==> src/design/memory_access_region_classifier_defines.svh <==
// Assertion macros shared by the region classifier RTL.
`ifndef MEMORY_ACCESS_REGION_CLASSIFIER_DEFINES_SVH
`define MEMORY_ACCESS_REGION_CLASSIFIER_DEFINES_SVH

// Checks a consequent in the same cycle as its antecedent.
`define MARC_ASSERT_NOW(lbl, ante, cons) \
	lbl: assert property (@(posedge clk) disable iff (!arst_n) (ante) |-> (cons)) \
		else $error("region classifier check failed");

// Checks a consequent in the cycle after its antecedent.
`define MARC_ASSERT_NEXT(lbl, ante, cons) \
	lbl: assert property (@(posedge clk) disable iff (!arst_n) (ante) |=> (cons)) \
		else $error("region classifier check failed");

`endif

==> src/design/marc_pkg.sv <==
// Types and constants of the memory access region classifier.
package marc_pkg;

	localparam int NUM_REGIONS = 6;
	localparam int IN_TDATA_W  = 264;
	localparam int OUT_TDATA_W = 264;

	localparam logic REQ_ACCESS = 1'b0;
	localparam logic REQ_UPDATE = 1'b1;

	localparam logic [2:0] RG_CODE    = 3'd0;
	localparam logic [2:0] RG_PLT     = 3'd1;
	localparam logic [2:0] RG_STACK   = 3'd2;
	localparam logic [2:0] RG_LINEAR  = 3'd3;
	localparam logic [2:0] RG_VMCTX   = 3'd4;
	localparam logic [2:0] RG_EXECENV = 3'd5;

	typedef enum logic [2:0] {
		KIND_STACK   = 3'd0,
		KIND_LINEAR  = 3'd1,
		KIND_PLT     = 3'd2,
		KIND_VMCTX   = 3'd3,
		KIND_EXECENV = 3'd4,
		KIND_OTHER   = 3'd5
	} kind_t;

	// Input transfer payload, last declared field in the lowest bits.
	typedef struct packed {
		logic        pad;
		logic [2:0]  size_shift;
		logic        store_op;
		logic [63:0] pc_addr;
		logic [63:0] data_addr;
		logic [63:0] bound_high;
		logic [63:0] bound_low;
		logic [2:0]  region_sel;
	} in_item_t;

	// Result transfer payload, last declared field in the lowest bits.
	typedef struct packed {
		logic [1:0]  pad;
		logic [63:0] store_count;
		logic [63:0] load_count;
		logic [4:0]  access_size;
		logic [63:0] insn_offset;
		logic [63:0] data_offset;
		logic        is_load;
	} out_item_t;

endpackage

==> src/design/memory_access_region_classifier.sv <==
// Top level of the memory access region classifier.

// The classifier takes one transfer per cycle and returns at most one result per
// transfer: the transfer is held in the input register, where all region compares and
// offset subtractions run in parallel, and its result is then held in the result
// register. A region update or a dropped access leaves the input register without a
// result. The input side stalls only while the result register is full and not being
// taken, since region bounds and counters must be applied in transfer order. Address
// fields on the ports are 64 bits; only the low ADDR_WIDTH bits are used, and offsets
// come back zero-extended. Counters are always 64 bits and wrap.
`include "memory_access_region_classifier_defines.svh"

module memory_access_region_classifier #(
	parameter int ADDR_WIDTH = 64
) (
	input  logic                                clk,
	input  logic                                arst_n,
	input  logic                                s_tvalid,
	output logic                                s_tready,
	// region_sel, bound_low, bound_high, data_addr, pc_addr, store_op, size_shift
	input  logic [marc_pkg::IN_TDATA_W-1:0]     s_tdata,
	// req_type
	input  logic                                s_tuser,
	output logic                                m_tvalid,
	input  logic                                m_tready,
	// is_load, data_offset, insn_offset, access_size, load_count, store_count
	output logic [marc_pkg::OUT_TDATA_W-1:0]    m_tdata,
	// access_kind
	output marc_pkg::kind_t                     m_tuser
);
	import marc_pkg::*;

	typedef logic [ADDR_WIDTH-1:0] addr_t;

	function automatic logic in_region(addr_t a, addr_t lo, addr_t hi);
		return (a >= lo) && (a <= hi);
	endfunction

	in_item_t in_item;

	logic       valid_s1;
	logic       req_s1;
	logic [2:0] sel_s1;
	addr_t      blow_s1;
	addr_t      bhigh_s1;
	addr_t      daddr_s1;
	addr_t      iaddr_s1;
	logic       store_s1;
	logic [2:0] shift_s1;

	addr_t       region_low_q  [NUM_REGIONS];
	addr_t       region_high_q [NUM_REGIONS];
	logic [63:0] loads_q;
	logic [63:0] stores_q;

	logic      m_valid_q;
	out_item_t out_q;
	kind_t     kind_q;

	logic  code_blank, vmctx_blank;
	logic  hit_code_i, hit_plt_i;
	logic  hit_stack, hit_linear, hit_vmctx, hit_execenv;
	logic  emit, out_free, adv, res_load, region_wr;
	addr_t off_stack, off_linear, off_vmctx, off_execenv, off_code_i, off_plt_i;
	addr_t doff, ioff;
	kind_t kind;
	logic [63:0] loads_inc, stores_inc;
	out_item_t res;

	assign in_item = in_item_t'(s_tdata);

	// Region checks and offsets, all in parallel.
	assign code_blank  = (region_low_q[RG_CODE] == '0) && (region_high_q[RG_CODE] == '0);
	assign vmctx_blank = (region_low_q[RG_VMCTX] == '0) && (region_high_q[RG_VMCTX] == '0);

	assign hit_code_i  = in_region(iaddr_s1, region_low_q[RG_CODE], region_high_q[RG_CODE]);
	assign hit_plt_i   = in_region(iaddr_s1, region_low_q[RG_PLT], region_high_q[RG_PLT]);
	assign hit_stack   = in_region(daddr_s1, region_low_q[RG_STACK], region_high_q[RG_STACK]);
	assign hit_linear  = in_region(daddr_s1, region_low_q[RG_LINEAR], region_high_q[RG_LINEAR]);
	assign hit_vmctx   = in_region(daddr_s1, region_low_q[RG_VMCTX], region_high_q[RG_VMCTX]);
	assign hit_execenv = in_region(daddr_s1, region_low_q[RG_EXECENV],
		region_high_q[RG_EXECENV]);

	assign off_stack   = daddr_s1 - region_low_q[RG_STACK];
	assign off_linear  = daddr_s1 - region_low_q[RG_LINEAR];
	assign off_vmctx   = daddr_s1 - region_low_q[RG_VMCTX];
	assign off_execenv = daddr_s1 - region_low_q[RG_EXECENV];
	assign off_code_i  = iaddr_s1 - region_low_q[RG_CODE];
	assign off_plt_i   = iaddr_s1 - region_low_q[RG_PLT];

	always_comb begin
		kind = KIND_OTHER;
		doff = daddr_s1;
		ioff = off_code_i;
		priority if (hit_stack) begin
			kind = KIND_STACK;
			doff = off_stack;
		end else if (hit_linear) begin
			kind = KIND_LINEAR;
			doff = off_linear;
		end else if (hit_plt_i) begin
			kind = KIND_PLT;
			ioff = off_plt_i;
		end else if (hit_vmctx) begin
			kind = KIND_VMCTX;
			doff = off_vmctx;
		end else if (hit_execenv) begin
			kind = KIND_EXECENV;
			doff = off_execenv;
		end else begin
			kind = KIND_OTHER;
		end
	end

	assign loads_inc  = loads_q + 64'd1;
	assign stores_inc = stores_q + 64'd1;

	always_comb begin
		res             = '0;
		res.is_load     = !store_s1;
		res.data_offset = 64'(doff);
		res.insn_offset = 64'(ioff);
		res.access_size = 5'd1 << shift_s1;
		res.load_count  = store_s1 ? loads_q : loads_inc;
		res.store_count = store_s1 ? stores_inc : stores_q;
	end

	// Handshake: the held item leaves when it has no result or the result register frees.
	assign emit      = valid_s1 && (req_s1 == REQ_ACCESS) && !code_blank && !vmctx_blank &&
		(hit_code_i || hit_plt_i);
	assign out_free  = !m_valid_q || m_tready;
	assign adv       = valid_s1 && (!emit || out_free);
	assign res_load  = emit && out_free;
	assign region_wr = adv && (req_s1 == REQ_UPDATE) && (sel_s1 < 3'(NUM_REGIONS));
	assign s_tready  = !valid_s1 || adv;

	always_ff @(posedge clk or negedge arst_n) begin
		if (!arst_n) begin
			valid_s1 <= 1'b0;
		end else if (s_tready) begin
			valid_s1 <= s_tvalid;
		end
	end

	always_ff @(posedge clk) begin
		if (s_tvalid && s_tready) begin
			req_s1   <= s_tuser;
			sel_s1   <= in_item.region_sel;
			blow_s1  <= in_item.bound_low[ADDR_WIDTH-1:0];
			bhigh_s1 <= in_item.bound_high[ADDR_WIDTH-1:0];
			daddr_s1 <= in_item.data_addr[ADDR_WIDTH-1:0];
			iaddr_s1 <= in_item.pc_addr[ADDR_WIDTH-1:0];
			store_s1 <= in_item.store_op;
			shift_s1 <= in_item.size_shift;
		end
	end

	always_ff @(posedge clk or negedge arst_n) begin
		if (!arst_n) begin
			for (int i = 0; i < NUM_REGIONS; i++) begin
				region_low_q[i]  <= '0;
				region_high_q[i] <= '0;
			end
		end else if (region_wr) begin
			region_low_q[sel_s1]  <= blow_s1;
			region_high_q[sel_s1] <= bhigh_s1;
		end
	end

	always_ff @(posedge clk or negedge arst_n) begin
		if (!arst_n) begin
			loads_q  <= '0;
			stores_q <= '0;
		end else if (res_load) begin
			loads_q  <= res.load_count;
			stores_q <= res.store_count;
		end
	end

	always_ff @(posedge clk or negedge arst_n) begin
		if (!arst_n) begin
			m_valid_q <= 1'b0;
		end else if (out_free) begin
			m_valid_q <= res_load;
		end
	end

	always_ff @(posedge clk) begin
		if (res_load) begin
			out_q  <= res;
			kind_q <= kind;
		end
	end

	assign m_tvalid = m_valid_q;
	assign m_tdata  = OUT_TDATA_W'(out_q);
	assign m_tuser  = kind_q;

	`MARC_ASSERT_NOW(a_update_no_result, valid_s1 && (req_s1 == REQ_UPDATE), !res_load)
	`MARC_ASSERT_NOW(a_load_needs_room, res_load, out_free)
	`MARC_ASSERT_NEXT(a_counts_hold, !res_load, $stable(loads_q) && $stable(stores_q))
	`MARC_ASSERT_NEXT(a_held_item_stable, valid_s1 && !adv,
		valid_s1 && $stable(daddr_s1) && $stable(req_s1) && $stable(iaddr_s1))
	`MARC_ASSERT_NEXT(a_result_shown, res_load, m_tvalid)

endmodule

==> config.mk <==
export PLATFORM = sky130hd
export DESIGN_NAME = memory_access_region_classifier
export DESIGN_NICKNAME = d
export VERILOG_FILES = /design/src/design/marc_pkg.sv /design/src/design/memory_access_region_classifier.sv
export VERILOG_INCLUDE_DIRS = /design/src /design/src/design
export SDC_FILE = /design/constraint.sdc
export NUM_CORES = 2
export LEC_CHECK = 0
export ABC_AREA = 1
export BUFFER_PORTS_ARGS = -buffer_cell sky130_fd_sc_hd__clkbuf_2
export CORE_UTILIZATION = 44
export DETAILED_ROUTE_END_ITERATION = 16
export PLACE_DENSITY = 0.72
export SETUP_SLACK_MARGIN = 0.2
export SYNTH_ARGS = -nofsm -noshare
export SYNTH_HDL_FRONTEND = slang
export SYNTH_SLANG_ARGS = --single-unit
==> constraint.sdc <==
create_clock -name clk -period 8 [get_ports clk]
set_input_delay 0.4 -clock clk [delete_from_list [all_inputs] [get_ports clk]]
set_output_delay 0.4 -clock clk [all_outputs]
set_load 0.02 [all_outputs]
Word level (Yosys, flattened, before mapping):

Cells that the tools add are included.

* register bits after elaboration: 1427
* input bits: 269
* output and inout port bits: 269
* word-level logic and storage cells: 111

* $add $sub $neg: 8
* magnitude comparators: 15
* shift operators: 1
* muxes and demuxes: 18
* bitwise operators: 2
* reductions and logical operators: 34

Operator list (number)
* bitwise mux 384 bit: 2
* 2-to-1 mux 64 bit: 11
* greater-or-equal comparator 64 bit: 6
* less-or-equal comparator 64 bit: 6
* subtractor 64 bit: 6
* logical NOT 64 bit: 4
* demux 64 bit (select 3 bit): 1
* adder 64 x 1 -> 64 bit (second input constant): 2
* logical AND 1 bit: 18
* logical NOT 1 bit: 6
* left shift 1 x 3 -> 5 bit (first input constant): 1
* greater-or-equal comparator 4 bit (second input constant): 1
* logical OR 1 bit: 4
* < comparator 4 x 1 -> 1 bit (second input constant): 1
* 2-to-1 mux 2 bit: 2
* inverter 3 -> 4 bit: 1
* OR reduction 4 bit: 1
* < comparator 3 bit (second input constant): 1
* 2-to-1 mux 1 bit: 2
* OR reduction 2 bit: 1
* inverter 1 bit: 1

Depth between registers and ports, before layout:

* word-level depth: 11
* gate-level depth with buffers: 26
* mapped depth without buffers: 25

Worst setup path before layout:

No wires, ideal clock.

* path type: reg-to-reg
* from: reg iaddr_s1[3]
* to: reg bhigh_s1[0], enable pin
* library setup time: 0.615 ns
* arrival: 7.575 ns
* data required time: 7.385 ns
* slack: -0.190 ns
* stages on the path, launching flop included: 18
* path buffers: 1
* clock period less this slack: 8.190 ns
* cells stage by stage: edfxtp_1 > ha_1 > a21oi_1 > nand2_1 > nand2_1 > nand3_1 > nand2_1 > nand3_1 > a21boi_2 > o21ai_1 > nand2_1 > nand3_1 > nand2_1 > nand2_2 > buf_2 > nand3_1 > nand2_1 > inv_1

* word-level cells in the longest chain between the ends: 9
* elaborated cells between the ends (all ways): 13
* classes of those cells: order compare (4); reduce/logical (9)

Ends and longest elaborated chain
* from (decl): RTL line memory_access_region_classifier.sv:47 `addr_t iaddr_s1;`
* from (signal assigned): RTL line memory_access_region_classifier.sv:152 `iaddr_s1 <= in_item.pc_addr[ADDR_WIDTH-1:0];`
* greater-or-equal comparator 64 bit / less-or-equal comparator 64 bit (equally long branches): RTL line memory_access_region_classifier.sv:36 `return (a >= lo) && (a <= hi);`
* logical AND 1 bit: RTL line memory_access_region_classifier.sv:36
* logical OR 1 bit (*): RTL line memory_access_region_classifier.sv:130 `(hit_code_i || hit_plt_i);`
* logical AND 1 bit (*): RTL line memory_access_region_classifier.sv:129 `assign emit = valid_s1 && (req_s1 == REQ_ACCESS) && !code_blank && !vmctx_blank &&`
* logical NOT 1 bit (*): RTL line memory_access_region_classifier.sv:132 `assign adv = valid_s1 && (!emit || out_free);`
* logical OR 1 bit (*): RTL line memory_access_region_classifier.sv:132
* logical AND 1 bit (*): RTL line memory_access_region_classifier.sv:132
* logical OR 1 bit (*): RTL line memory_access_region_classifier.sv:135 `assign s_tready = !valid_s1 || adv;`
* named net s_tready: RTL line memory_access_region_classifier.sv:19 `output logic s_tready,`
* logical AND 1 bit (*): RTL line memory_access_region_classifier.sv:146 `if (s_tvalid && s_tready) begin`
* to (signal assigned): RTL line memory_access_region_classifier.sv:150 `bhigh_s1 <= in_item.bound_high[ADDR_WIDTH-1:0];`
* to (decl): RTL line memory_access_region_classifier.sv:45 `addr_t bhigh_s1;`

The timed path passes the listed nets; every way through them passes the cells marked *.
A chain may end at the register's enable or synchronous reset.

Worst setup path in the final report:

* from: reg iaddr_s1[46]
* to: reg daddr_s1[1], enable pin

* word-level cells in the longest chain between the ends: 9
* elaborated cells between the ends (all ways): 13
* classes of those cells: order compare (4); reduce/logical (9)

Ends and longest elaborated chain
* greater-or-equal comparator 64 bit / less-or-equal comparator 64 bit (equally long branches): RTL line memory_access_region_classifier.sv:36
* logical AND 1 bit: RTL line memory_access_region_classifier.sv:36
* logical OR 1 bit (*): RTL line memory_access_region_classifier.sv:130
* logical AND 1 bit (*): RTL line memory_access_region_classifier.sv:129
* logical NOT 1 bit (*): RTL line memory_access_region_classifier.sv:132
* logical OR 1 bit (*): RTL line memory_access_region_classifier.sv:132
* logical AND 1 bit (*): RTL line memory_access_region_classifier.sv:132
* logical OR 1 bit (*): RTL line memory_access_region_classifier.sv:135
* logical AND 1 bit (*): RTL line memory_access_region_classifier.sv:146
* to (signal assigned): RTL line memory_access_region_classifier.sv:151 `daddr_s1 <= in_item.data_addr[ADDR_WIDTH-1:0];`
* to (decl): RTL line memory_access_region_classifier.sv:46 `addr_t daddr_s1;`

Every way passes the cells marked *; elsewhere a longest branch is shown, timed or not.

==> impl_metrics.env <==
export IMPL_clk_pin_slew_ns=0.06
export IMPL_syn_avg_cell_area_um2=7.60
export IMPL_slew_viol_final=0
export IMPL_ys_types=60
export IMPL_cp_start_kind="flip-flop"
export IMPL_crit_path_end="daddr_s1[1]"
export IMPL_cts_resized=0
export IMPL_vias=88600
export IMPL_timing_rr_start="iaddr_s1[46]"
export IMPL_yosys_warnings=0
export IMPL_power_uw=29300
export IMPL_cts_tree="done"
export IMPL_finalHoldViolCount=0
export IMPL_postRouteAntennaNets=0
export IMPL_die_h_um=466
export IMPL_hold_buffers=266
export IMPL_cts_sinks=1427
export IMPL_crit_start="iaddr_s1[46]"
export IMPL_final_cell_mix="nand2_1, inv_1, o21ai_0"
export IMPL_cts_max_level=4
export IMPL_grtUsageTotal=0.320
export IMPL_period_share=0.734
export IMPL_num_nets_final=14300
export IMPL_relSlewSlack=0.253
export IMPL_cts_root_buffer="clkbuf_16"
export IMPL_maxCapViolations=0
export IMPL_crit_fanout=41
export IMPL_drive_above_1_share=0.0707
export IMPL_crit_top_cell="nand2_1"
export IMPL_synthCells=12500
export IMPL_port_buffer_count=534
export IMPL_clk_latency_ns=0.84
export IMPL_post_drt_via_cell_ratio=5.47
export IMPL_pwr_density_cell_mw_per_mm2=270
export IMPL_hpwl_um=278000
export IMPL_fin_skew_ns=0.0580
export IMPL_grt_pass1_wl_um=519000
export IMPL_antenna_found_initial=31
export IMPL_cpMaxStageDelayCell="nor3_1"
export IMPL_rows=169
export IMPL_layout_commonest_cell="nand2_1"
export IMPL_reg2reg_slack_ns=2.13
export IMPL_min_path_type="primary input to async pin"
export IMPL_synth_seq_cells=1427
export IMPL_vdd_drop_max_mv=0.243
export IMPL_cpPeakStageDelay_ns=0.83
export IMPL_grt_max_degree=256
export IMPL_cp_arrival_ns=6.36
export IMPL_max_freq_mhz=170
export IMPL_worstRegToRegCells=14
export IMPL_dieArea_mm2=0.217
export IMPL_synth_edff_count=529
export IMPL_finalSetupTns_ns=0
export IMPL_setup_viol=0
export IMPL_numCtsBuffers=159
export IMPL_clock_path_buffers=3
export IMPL_rsz0062_at_grt="false"
export IMPL_core_area_mm2=0.213
export IMPL_end_kind="flip-flop"
export IMPL_first_iter_violations=9395
export IMPL_tightest_slew_ns=1.12
export IMPL_wire_per_inst_um=21.9
export IMPL_ys_seq_area_frac=0.405
export IMPL_grt_pass1_vias=84500
export IMPL_min_period_ns=5.87
export IMPL_layout_area_overhead_vs_synth_pct=14.7
export IMPL_grt_overflow_total=0
export IMPL_routed_wirelength_um=356000
export IMPL_drcViolationCount=0
export IMPL_postLayoutCoreUtil=0.510
export IMPL_syn_area_mm2=0.0947
export IMPL_r2r_end="daddr_s1[1]"
export IMPL_place_congestion=1.03
export IMPL_ys_flop_type="dfrtp_1"
export IMPL_async_flop_share=0.629
export IMPL_critPathKind="flip-flop to flip-flop"
export IMPL_start_util=0.445
export IMPL_dr_pass1_iters=7
export IMPL_path_cells="ha_1 > nand2_1 > nor4_1 > nand3_1 > nor3_1 > nand4_1 > nand2_1 > nand2_2 > nand2_4 > nand3_1 > nand2_1 > clkinvlp_4 > buf_4 > buf_4"
export IMPL_die_w_um=466
export IMPL_post_cts_buffers=0
export IMPL_status="finished, final reports clean"
export IMPL_worstPathRequired_ns=8.49
export IMPL_pin_count=538
export IMPL_p_leak_uw=0.0516
-- worst max-delay path, delay by kind of cell, from the launching register on --
kind | cells | cell delay, ns
adders and majority gates | 1 | 0.40
and+or+nand+nor | 10 | 2.83
buffers and inverters | 3 | 1.50
DFF | 1 | 0.63
-- logic make-up after synthesis --
family	Yosys count	share of synthesized area
flops	1427	0.405
buf+inv	2315	0.0943
compound gates	2356	0.133
xor+xnor	429	0.0397
simple gates	5168	0.225
other cells	1	0.0000396
fa+ha+maj	776	0.103
-- report_power, final --
group,internal [uW],switching [uW],leakage [uW]
sequential,8960,826,0.0167
combinational,3770,8070,0.0322
clock,4470,3250,0.00269
total,17200,12100,0.0516
-- per-layer routing --
layer,wire length [um],track usage,vias up
met5,16,0,-
met1,153000,0.447,41900
met4,16100,0.134,2
li1,-,-,42300
met2,155000,0.495,3785
met3,31600,0.0479,629
-- Yosys cell counts, types with 8 or more instances --
master       n  share of area
a21o_1      62         0.0049
xor2_1     284          0.026
buf_4       14         0.0011
o211ai_1    24         0.0019
inv_1     2002          0.079
clkbuf_1   223         0.0088
buf_6       20         0.0024
ha_1       770           0.10
or2_2       13        0.00086
nand2_1   3198           0.13
nand3_1    379          0.020
nand3b_1    25         0.0020
o21bai_1    64         0.0051
nand4_1    307          0.020
a211oi_1     9        0.00071
and3_1       8        0.00053
nor3_1     145         0.0077
inv_2       15        0.00059
o21ai_0   1179          0.062
o21a_1      57         0.0045
nor4_1      85         0.0056
o21ai_1     46         0.0024
edfxtp_1   529           0.17
dfrtp_1    898           0.24
a21boi_0    23         0.0018
xnor2_1    145          0.013
a31oi_1     71         0.0047
a21oi_1    794          0.042
buf_2       33         0.0017
nor2_1     975          0.039
-- worst min path at each step --
stage | end | slack (ns) | cells after the start
6_report | stores_q[38] | 0.16 | 2
5_1_grt | valid_s1 | 0.14 | 4
4_1_cts | valid_s1 | 0.08 | 4
3_5_place_dp | stores_q[40] | 0.45 | 1
3_3_place_gp | stores_q[38] | 0.45 | 1
2_1_floorplan | loads_q[0] | 0.10 | 0
-- cell type report --
class / instances / area, um^2
clock buffers: 217 / 4560
inverters: 2019 / 7590
clock inverters: 77 / 962
flip-flops and latches: 1427 / 38400
diodes: 19 / 47.5
multi-input cells: 8731 / 47500
repair buffers: 888 / 6130
well taps: 2821 / 3530
fillers: 20800 / 104000
-- stage by stage --
step           hold WS [ns]  area [um^2]  setup WS (ns)  cells
5_1_grt               0.139       109000           1.89  16200
6_report              0.156       109000           2.13  16200
4_1_cts              0.0820       109000           2.14  16200
3_5_place_dp          0.452       100000           2.14  15600
2_1_floorplan         0.104        94800          0.879  12500
3_3_place_gp          0.449       100000           2.30  15600
No activity file was read; power rests on OpenSTA's default activity.
